$ cat config.mk
export PLATFORM = sky130hd
export DESIGN_NAME = hhq_ctrl
export DESIGN_NICKNAME = d
export VERILOG_FILES = /design/src/rtl/hhq_pkg.sv /design/src/rtl/hhq_ctrl.sv
export SDC_FILE = /design/constraint.sdc
export NUM_CORES = 1
export LEC_CHECK = 0
export ABC_CLOCK_PERIOD_IN_PS = 1920
export BUFFER_PORTS_ARGS = -buffer_cell sky130_fd_sc_hd__buf_4
export CAP_MARGIN = 15
export CORE_AREA = 2 2 39 41
export DETAILED_ROUTE_END_ITERATION = 10
export DIE_AREA = 0 0 41 43
export GPL_TIMING_DRIVEN = 0
export SLEW_MARGIN = 20
export SYNTH_ARGS = -nofsm -noshare
export SYNTH_HDL_FRONTEND = slang
export SYNTH_SLANG_ARGS = --single-unit
$ cat constraint.sdc
create_clock -name clk -period 1.92 [get_ports clk]
set_input_delay 0.192 -clock clk [delete_from_list [all_inputs] [get_ports clk]]
set_output_delay 0.192 -clock clk [all_outputs]
set_load 0.02 [all_outputs]
$ cat src/rtl/hhq_pkg.sv
`timescale 1ns / 1ps

package hhq_pkg;

  // Fixed-point format and store geometry
  localparam int FRAC_BITS   = 8;
  localparam int MAX_SIDE    = 256;
  localparam int STORE_DEPTH = MAX_SIDE * MAX_SIDE;
  localparam int ADDR_W      = $clog2(STORE_DEPTH);
  localparam int H_W         = 24;
  localparam int POS_W       = 17;
  localparam int INT_W       = POS_W - 1 - FRAC_BITS;
  localparam int SIDE_W      = 9;
  localparam int SAMPLE_W    = 8;
  localparam int GAIN_W      = 16;
  localparam int W_W         = FRAC_BITS + 3;
  localparam int ACC_W       = H_W + FRAC_BITS + 3;
  localparam int LIN_W       = 2 * SIDE_W;

  // Stream payload layout
  localparam int IDX_LSB     = 0;
  localparam int SAMPLE_LSB  = IDX_LSB + ADDR_W;
  localparam int POSX_LSB    = SAMPLE_LSB + SAMPLE_W;
  localparam int POSZ_LSB    = POSX_LSB + POS_W;
  localparam int IN_BITS     = POSZ_LSB + POS_W;
  localparam int IN_TDATA_W  = ((IN_BITS + 7) / 8) * 8;
  localparam int OUT_TDATA_W = ((H_W + 7) / 8) * 8;

  // Configuration port
  localparam int CFG_IDX_W = 2;
  localparam int CFG_W     = GAIN_W;
  localparam logic [CFG_IDX_W-1:0] REG_MAP_WIDTH   = 2'd0;
  localparam logic [CFG_IDX_W-1:0] REG_MAP_DEPTH   = 2'd1;
  localparam logic [CFG_IDX_W-1:0] REG_HEIGHT_GAIN = 2'd2;

  // Item kinds
  localparam logic OP_LOAD  = 1'b0;
  localparam logic OP_QUERY = 1'b1;

  // Controller to datapath
  typedef struct packed {
    logic       accept;
    logic       rd_en;
    logic [1:0] corner;
    logic       finish;
  } hhq_cmd_t;

  // Datapath to controller
  typedef struct packed {
    logic need_read;
  } hhq_stat_t;

endpackage

$ cat src/rtl/hhq_ctrl.sv
`timescale 1ns / 1ps

module hhq_ctrl (
  input  logic               clk,
  input  logic               rst,
  input  logic               s_tvalid,
  output logic               s_tready,
  output logic               m_tvalid,
  input  logic               m_tready,
  input  hhq_pkg::hhq_stat_t stat,
  output hhq_pkg::hhq_cmd_t  cmd
);

  import hhq_pkg::*;

  localparam logic [1:0] ST_IDLE   = 2'd0;
  localparam logic [1:0] ST_READ   = 2'd1;
  localparam logic [1:0] ST_TAIL   = 2'd2;
  localparam logic [1:0] ST_FINISH = 2'd3;

  // Tail count at which the pipeline drain is complete
  localparam logic [1:0] TAIL_LAST = 2'd1;

  logic [1:0] state, state_next;
  logic [1:0] cnt, cnt_next;
  logic       accept, finish;

  assign s_tready = (state == ST_IDLE) && !rst;
  assign accept   = s_tvalid && s_tready;
  assign finish   = (state == ST_FINISH) && (!m_tvalid || m_tready);

  always_comb begin
    cmd.accept = accept;
    cmd.rd_en  = (state == ST_READ);
    cmd.corner = cnt;
    cmd.finish = finish;
  end

  // Sequencer: four corner reads and drain if needed; hand off result
  always_comb begin
    state_next = state;
    cnt_next   = cnt;
    unique case (state)
      ST_IDLE: begin
        cnt_next = '0;
        if (accept) begin
          state_next = stat.need_read ? ST_READ : ST_FINISH;
        end
      end
      ST_READ: begin
        cnt_next = cnt + 2'd1;
        if (cnt == 2'd3) begin
          state_next = ST_TAIL;
          cnt_next   = '0;
        end
      end
      ST_TAIL: begin
        cnt_next = cnt + 2'd1;
        if (cnt == TAIL_LAST) begin
          state_next = ST_FINISH;
        end
      end
      ST_FINISH: begin
        if (finish) begin
          state_next = ST_IDLE;
        end
      end
      default: begin
        state_next = ST_IDLE;
      end
    endcase
  end

  always_ff @(posedge clk) begin
    if (rst) begin
      state    <= ST_IDLE;
      cnt      <= '0;
      m_tvalid <= 1'b0;
    end else begin
      state <= state_next;
      cnt   <= cnt_next;
      if (finish) begin
        m_tvalid <= 1'b1;
      end else if (m_tready) begin
        m_tvalid <= 1'b0;
      end
    end
  end

endmodule

==> results of run 1 <==
[cell type report]
type	count	area [sq um]
sequential	5	100.1
fill	152	832.0
timing repair buffer	11	82.58
clock buffer	4	26.28
tap	16	20.02
inverter	3	11.26
multi-input combinational	36	296.5
buffer	2	15.01
[logic make-up after synthesis]
logic type,count (synthesis)
AO/OA/AOI/OAI,7
AND/OR/NAND/NOR,21
buffers and inverters,5
flip-flops,5
adder cells (fa/ha/maj),8
[synthesized netlist by cell type]
library cell  instances  area share
o21ai_0               1       0.012
and2b_4               1       0.024
o211ai_1              1       0.018
inv_1                 3       0.027
nor2_1                7       0.062
nor2b_1               2       0.030
or2b_1                1       0.018
ha_1                  8        0.24
dfxtp_1               5        0.24
nor3_1                1       0.012
and3b_1               1       0.021
nand2_1               2       0.018
and2_1                1       0.015
nor2_2                1       0.015
a211oi_1              1       0.018
a311oi_1              1       0.021
a2111oi_4             1       0.065
nor4b_1               1       0.021
nand2b_4              1       0.033
buf_4                 2       0.035
a21oi_1               2       0.024
and2b_2               2       0.041
[metal layers]
layer  track usage  wire (um)
met3       0.03141         53
met1        0.1456        346
met5             0          0
met2        0.1313        348
met4       0.04000          0
[metrics by stage]
step | instances | setup WS, ns | utilization | hold WS, ns | total power, mW
6_report | 77 | 0.1039 | 0.3987 | 0.1727 | 0.7384
5_1_grt | 77 | 0.02265 | 0.3987 | 0.1717 | 0.8058
4_1_cts | 77 | 0.09336 | 0.3987 | 0.1727 | 0.7473
3_5_place_dp | 73 | 0.1460 | 0.3797 | 0.4206 | 0.6248
3_3_place_gp | 73 | 0.1788 | 0.3797 | 0.4204 | 0.6189
2_1_floorplan | 46 | 0.3423 | - | 0.2611 | 0.5094
[worst min path at each step]
stage	startpoint	endpoint	slack [ns]
2_1_floorplan	rst	cnt[0]	0.26
3_3_place_gp	rst	m_tvalid	0.42
3_5_place_dp	rst	cnt[0]	0.42
4_1_cts	rst	cnt[0]	0.17
5_1_grt	rst	m_tvalid	0.17
6_report	rst	cnt[0]	0.17
[where the power goes]
group	switching, mW	internal [mW]
Sequential	0.0349	0.132
Clock	0.0390	0.0783
Combinational	0.232	0.222
Total	0.306	0.432
[sequential cells by signal, summed over array words and instances (netlist names)]
name / cells
cnt: 2
m_tvalid: 1
state: 2
==> results.cfg, run 1 <==
[placement]
placed_area_sq_um = 525.5
io_buffers = 11
gp_congestion = 0.7088

[setup_path]
r2r_setup_slack_ns = 0.15
endpoint_kind = output port
arrival_ns = 1.62
crit_chain = inv_1, ha_1, and2b_2, and2_1, buf_4, buf_4
reg2regPathDepth = 6
critPathRequiredTime_ns = 1.73
crit_start = state[0]
crit_cells = 6
critPathKind = reg -> out
r2r_end = state[1]
crit_fanout = 5
crit_path_top_delay_cell = dfxtp_1
critPathBufInv = 3
cpLargestDelayFamily = flip-flops
worst_path_largest_cell_delay_ns = 0.40
r2r_start = state[0]
crit_top_cell = buf_4
cp-start-kind = register
cp-endpoint = cmd[4]

[synth]
ys_types = 22
yosysWarnings = 0
muxShareOfSynthArea = 0
synth_area_sq_um = 422.9
yosys.area_share.simple = 0.3077
syn_avg_cell_area_sq_um = 9.194
ys_ff_latch = 5
syn_nets = 59
synthXorXnorAreaFrac = 0
seq_area_frac_synth = 0.2367
synth_cells = 46
synth_adder_area_share = 0.2367
synth_compound_area_frac = 0.1568
synth_top_family_by_area = simple AND/OR/NAND/NOR gates

[clock_network]
cts_buffers = 3
htreeDepth = 1
cts_tree = done
cts_buffer_depth = 2
clk_pin_slew_ns = 0.04
cts.sinks = 5
cts.repair.resized = 0
clk_latency_ns = 0.24
clockRootBuffer = clkbuf_4
cts_hold_buf = 0
post-cts-setup-buffers = 0

[drt]
postRouteAntennaNets = 0
drt_pass1_iterations = 3
routed_via_density = 4.442
wl_per_cell_um = 9.701
drt_iter0_markers = 5
num_vias = 342
routed_wl_um = 747
drc = 0

[floorplanning]
die_w_um = 41
rows = 14
dieArea_sq_mm = 0.001763
core_sq_mm = 0.001384
dieHeight_um = 43
initial_core_util = 0.3056
io-pin-count = 12

[timing]
min_period_ns = 1.816
tns_ns = 0
setup_viol = 0
tightestPinTransition_ns = 0.3336
rsz0062_at_grt = no
clock_skew_ns = 0.003485
slew_headroom = 0.7776
fmax_mhz = 550.6
drv_slew = 0
finalHoldViolCount = 0
finalCritPeriodShare = 0.9459

[power_and_ir_drop]
vdd_drop_max_uv = 486.8
p_per_area_mw_per_mm2 = 1338
p_leak_nw = 0.2645

[layout]
diodes = 0
drive_gt1_frac = 0.3607
final_cell_mix = buf_4 (13), ha_1 (8), nor2_1 (7)
fin_area_sq_um = 551.8
fin_nets = 75
area_growth_pct = 30.47
final_common_cell = buf_4

[grt]
grt_pass1_vias = 303
antenna_found_initial = 0
grt-ovfl-total = 0
grt_use_total = 0.09960
grt_max_degree = 8
grt_pass1_wl_um = 1214

[hold_path]
hold_depth = 2
min_path_type = in -> reg

[run]
maxCapViolations = 0

[outcome]
outcome = finished, final reports clean
No activity file was read; power rests on OpenSTA's default activity.
==> run 2: changes to the inputs <==
--- a/config.mk
+++ b/config.mk
@@ -9,10 +9,10 @@
 export BUFFER_PORTS_ARGS = -buffer_cell sky130_fd_sc_hd__buf_4
 export CAP_MARGIN = 15
 export CORE_AREA = 2 2 39 41
+export CTS_BUF_LIST = sky130_fd_sc_hd__clkbuf_16
 export DETAILED_ROUTE_END_ITERATION = 10
 export DIE_AREA = 0 0 41 43
 export GPL_TIMING_DRIVEN = 0
-export SLEW_MARGIN = 20
 export SYNTH_ARGS = -nofsm -noshare
 export SYNTH_HDL_FRONTEND = slang
 export SYNTH_SLANG_ARGS = --single-unit
==> results.cfg, run 2 (synthesis results as in run 1) <==
[setup_path]
crit_chain = inv_1, ha_1, and2b_2, and2_1, buf_4, buf_4
endpoint_kind = output port
crit_path_top_delay_cell = dfxtp_1
worst_path_largest_cell_delay_ns = 0.41
critPathKind = reg -> out
crit_top_cell = buf_4
cp-start-kind = register
critPathRequiredTime_ns = 1.73
arrival_ns = 1.62
crit_fanout = 5

[timing]
min_period_ns = 1.810
fmax_mhz = 552.5
drv_slew = 0
tns_ns = 0
whs_ns = 0.1792
tightestPinTransition_ns = 0.3380
finalHoldViolCount = 0
finalCritPeriodShare = 0.9426
rsz0062_at_grt = no
slew_headroom = 0.7746
clock_skew_ns = 0.003918
setup_viol = 0

[placement]
placed_area_sq_um = 525.5
gp_congestion = 0.7088
placedCellCount = 73
io_buffers = 11

[hold_path]
min_path_type = in -> reg

[floorplanning]
io-pin-count = 12
dieHeight_um = 43
rows = 14
core_sq_mm = 0.001384
dieArea_sq_mm = 0.001763
initial_core_util = 0.3056
die_w_um = 41

[drt]
wl_per_cell_um = 10.22
routed_via_density = 4.584
postRouteAntennaNets = 0
drt_pass1_iterations = 4
routed_wl_um = 787
drc = 0
num_vias = 353
drt_iter0_markers = 3

[layout]
diodes = 0
fin_area_sq_um = 604.3
fin_nets = 75
top_regs = cnt: 2 flops, state: 2 flops, m_tvalid: 1 flops
final_common_cell = buf_4
area_growth_pct = 42.90
layout.cells.non_filler = 77
drive_gt1_frac = 0.3607
final_cell_mix = buf_4 (13), ha_1 (8), nor2_1 (7)

[power_and_ir_drop]
power_uw = 964.7
p_per_area_mw_per_mm2 = 1596
p_leak_nw = 0.2919
vdd_drop_max_uv = 938.1

[clock_network]
clk_pin_slew_ns = 0.03
clockRootBuffer = clkbuf_16
cts.sinks = 5
htreeDepth = 1
clk_latency_ns = 0.23
post-cts-setup-buffers = 0
cts_buffers = 3
cts_tree = done
cts_hold_buf = 0
cts.repair.resized = 0
cts_buffer_depth = 2

[grt]
antenna_found_initial = 0
grt_max_degree = 8
grt-ovfl-total = 0
grt_pass1_vias = 321
grt_pass1_wl_um = 1311
grt_use_total = 0.1146

[run]
maxCapViolations = 0

[outcome]
outcome = finished, final reports clean
-- run 2: cell count changes in the layout (fill, tap and decap cells not counted), sizes merged --
cell | before | now
clkbuf | 4 | 3
inv | 3 | 4
-- run 2: layer usage --
metal,GRT usage,vias to the layer above,share of wire
met5,0,-,0
met4,0.08000,0,0.032
met3,0.04712,2,0.060
met2,0.1531,11,0.45
met1,0.1419,158,0.46
li1,-,182,-
-- run 2: metrics by stage --
| step | worst slack [ns] | utilization |
|---|---|---|
| floorplan | 0.3423 | - |
| global placement | 0.1788 | 0.3797 |
| detailed placement | 0.1460 | 0.3797 |
| CTS | 0.1017 | 0.4367 |
| global route | 0.02501 | 0.4367 |
| finish | 0.1102 | 0.4367 |
-- run 2: worst paths after layout --
| path | from | to | slack [ns] | cells after the start |
|---|---|---|---|---|
| setup reg to reg | state[0] | state[1] | 0.14 | 6 |
| setup / recovery | state[1] | cmd[4] | 0.11 | 6 |
| hold / removal | rst | cnt[0] | 0.18 | 2 |
| hold reg to reg | cnt[0] | cnt[0] | 0.53 | 2 |
-- run 2: critical path, delay by kind of cell, from the launching register on --
| kind | cells | cell delay (ns) |
|---|---|---|
| DFF | 1 | 0.41 |
| buffers and inverters | 3 | 0.37 |
| and+or+nand+nor | 2 | 0.36 |
| adders and majority gates | 1 | 0.24 |
-- run 2: power by group --
part           leakage (nW)  switching, mW  internal (mW)  total (mW)
combinational         0.209          0.235          0.222       0.456
clock                0.0423         0.0705          0.270       0.340
sequential           0.0409         0.0356          0.132       0.168
total                 0.292          0.341          0.624       0.965
-- run 2: cell type report --
class	count	area (sq um)
Multi-Input combinational cell	36	296.5
Tap cell	16	20.02
Buffer	2	15.01
Inverter	3	11.26
Timing Repair Buffer	11	82.58
Clock inverter	1	3.754
Clock buffer	3	75.07
Sequential cell	5	100.1
Fill cell	147	779.5
==> run 3: changes to the inputs <==
--- a/config.mk
+++ b/config.mk
@@ -5,14 +5,13 @@
 export SDC_FILE = /design/constraint.sdc
 export NUM_CORES = 1
 export LEC_CHECK = 0
-export ABC_CLOCK_PERIOD_IN_PS = 1920
+export ABC_CLOCK_PERIOD_IN_PS = 1800
 export BUFFER_PORTS_ARGS = -buffer_cell sky130_fd_sc_hd__buf_4
 export CAP_MARGIN = 15
 export CORE_AREA = 2 2 39 41
 export CTS_BUF_LIST = sky130_fd_sc_hd__clkbuf_16
 export DETAILED_ROUTE_END_ITERATION = 10
 export DIE_AREA = 0 0 41 43
-export GPL_TIMING_DRIVEN = 0
 export SYNTH_ARGS = -nofsm -noshare
 export SYNTH_HDL_FRONTEND = slang
 export SYNTH_SLANG_ARGS = --single-unit
==> constraint.sdc (replaced) <==
create_clock -name clk -period 1.8 [get_ports clk]
set_input_delay 0.18 -clock clk [delete_from_list [all_inputs] [get_ports clk]]
set_output_delay 0.18 -clock clk [all_outputs]
set_load 0.02 [all_outputs]
==> results.cfg, run 3 (synthesis results as in run 1) <==
[setup_path]
critPathKind = reg -> out
reg2regPathDepth = 6
crit_chain = inv_1, ha_1, and2b_2, and2_1, buf_4
endpoint_kind = output port
crit_fanout = 5
critPathBufInv = 2
cp-start-kind = register
r2r_start = state[1]
cpLargestDelayFamily = flip-flops
worst_path_largest_cell_delay_ns = 0.40
r2r_setup_slack_ns = 0.14
critPathRequiredTime_ns = 1.62
arrival_ns = 1.49
r2r_end = state[1]
crit_path_top_delay_cell = dfxtp_1

[clock_network]
clockRootBuffer = clkbuf_16
cts.sinks = 5
cts_buffer_depth = 2
cts_tree = done
htreeDepth = 1
cts.repair.resized = 0
cts_hold_buf = 0
clk_pin_slew_ns = 0.03
clk_latency_ns = 0.23
cts_buffers = 3
post-cts-setup-buffers = 0

[layout]
final_common_cell = buf_4
diodes = 0
fin_nets = 75
final_cell_mix = buf_4 (13), ha_1 (8), nor2_1 (7)
drive_gt1_frac = 0.3607
area_growth_pct = 42.90
top_regs = cnt: 2 flops, state: 2 flops, m_tvalid: 1 flops
layout.cells.non_filler = 77

[timing]
fmax_mhz = 598.1
setup_viol = 0
drv_slew = 0
tightestPinTransition_ns = 0.3334
tns_ns = 0
slew_headroom = 0.7777
rsz0062_at_grt = no
finalCritPeriodShare = 0.9288
min_period_ns = 1.672
clock_skew_ns = 0.002119
finalHoldViolCount = 0

[hold_path]
min_path_type = in -> reg
hold_depth = 2
hold_end = cnt[0]
hp-start = rst

[run]
maxCapViolations = 0

[floorplanning]
dieHeight_um = 43
die_w_um = 41
io-pin-count = 12
rows = 14
dieArea_sq_mm = 0.001763
core_sq_mm = 0.001384
initial_core_util = 0.3056

[power_and_ir_drop]
comb_power_share = 0.494
p_leak_nw = 0.2916
power_mw = 1.038
p_switching_uw = 360.5
vdd_drop_max_uv = 807.5
p_clk_frac = 0.344
power.share.switching = 0.3474
p_int_uw = 677.3
pwr-share-seq = 0.162
p_per_area_mw_per_mm2 = 1717

[drt]
drt_iter0_markers = 3
routed_via_density = 4.312
routed_wl_um = 844
drc = 0
postRouteAntennaNets = 0
drt_pass1_iterations = 2
num_vias = 332
wl_per_cell_um = 10.96

[grt]
grt-ovfl-total = 0
grt_use_total = 0.1195
grt_max_degree = 8
grt_pass1_wl_um = 1352
grt_pass1_vias = 343
antenna_found_initial = 0

[placement]
gp_congestion = 0.7095
hpwl_um = 670.3
placedCellCount = 73
io_buffers = 11

[outcome]
outcome = finished, final reports clean
[run 3: power groups by stage]
stage                     clock (mW)  combinational [mW]  sequential [mW]
final                          0.357               0.512            0.168
after global routing           0.373               0.558            0.173
after CTS                      0.366               0.518            0.169
after detailed placement           0               0.515            0.170
after global placement             0               0.515            0.169
after floorplan                    0               0.361            0.182
[run 3: cell type report]
cell class	instances	area, sq um
multi-input cells	36	296.5
well taps	16	20.02
repair buffers	13	97.59
clock buffers	3	75.07
inverters	3	11.26
flip-flops and latches	5	100.1
fillers	129	779.5
clock inverters	1	3.754
[run 3: metrics by stage]
stage / setup WS (ns) / hold WS, ns / utilization / instance area, sq um
5_1_grt: 0.03775 / 0.1760 / 0.4367 / 604.3
2_1_floorplan: 0.2223 / 0.2491 / - / 422.9
4_1_cts: 0.1167 / 0.1707 / 0.4367 / 604.3
6_report: 0.1281 / 0.1734 / 0.4367 / 604.3
3_3_place_gp: 0.1529 / 0.4128 / 0.3797 / 525.5
3_5_place_dp: 0.1461 / 0.4148 / 0.3797 / 525.5
[run 3: how the worst max path moves through the flow]
stage | startpoint | end | slack, ns | cells past startpoint
floorplan | state[1] | state[1] | 0.22 | 6
global placement | state[0] | state[0] | 0.15 | 6
detailed placement | state[1] | state[1] | 0.15 | 6
CTS | state[1] | cmd[4] | 0.12 | 5
global route | state[1] | state[1] | 0.04 | 6
finish | state[1] | cmd[4] | 0.13 | 5
[run 3: per-layer routing]
| layer | global-route usage | wire length [um] | vias up |
|---|---|---|---|
| met5 | 0 | 0 | - |
| met4 | 0.1200 | 28 | 0 |
| met3 | 0.005236 | 39 | 2 |
| met2 | 0.2063 | 423 | 9 |
| met1 | 0.1093 | 352 | 140 |
| li1 | - | - | 181 |
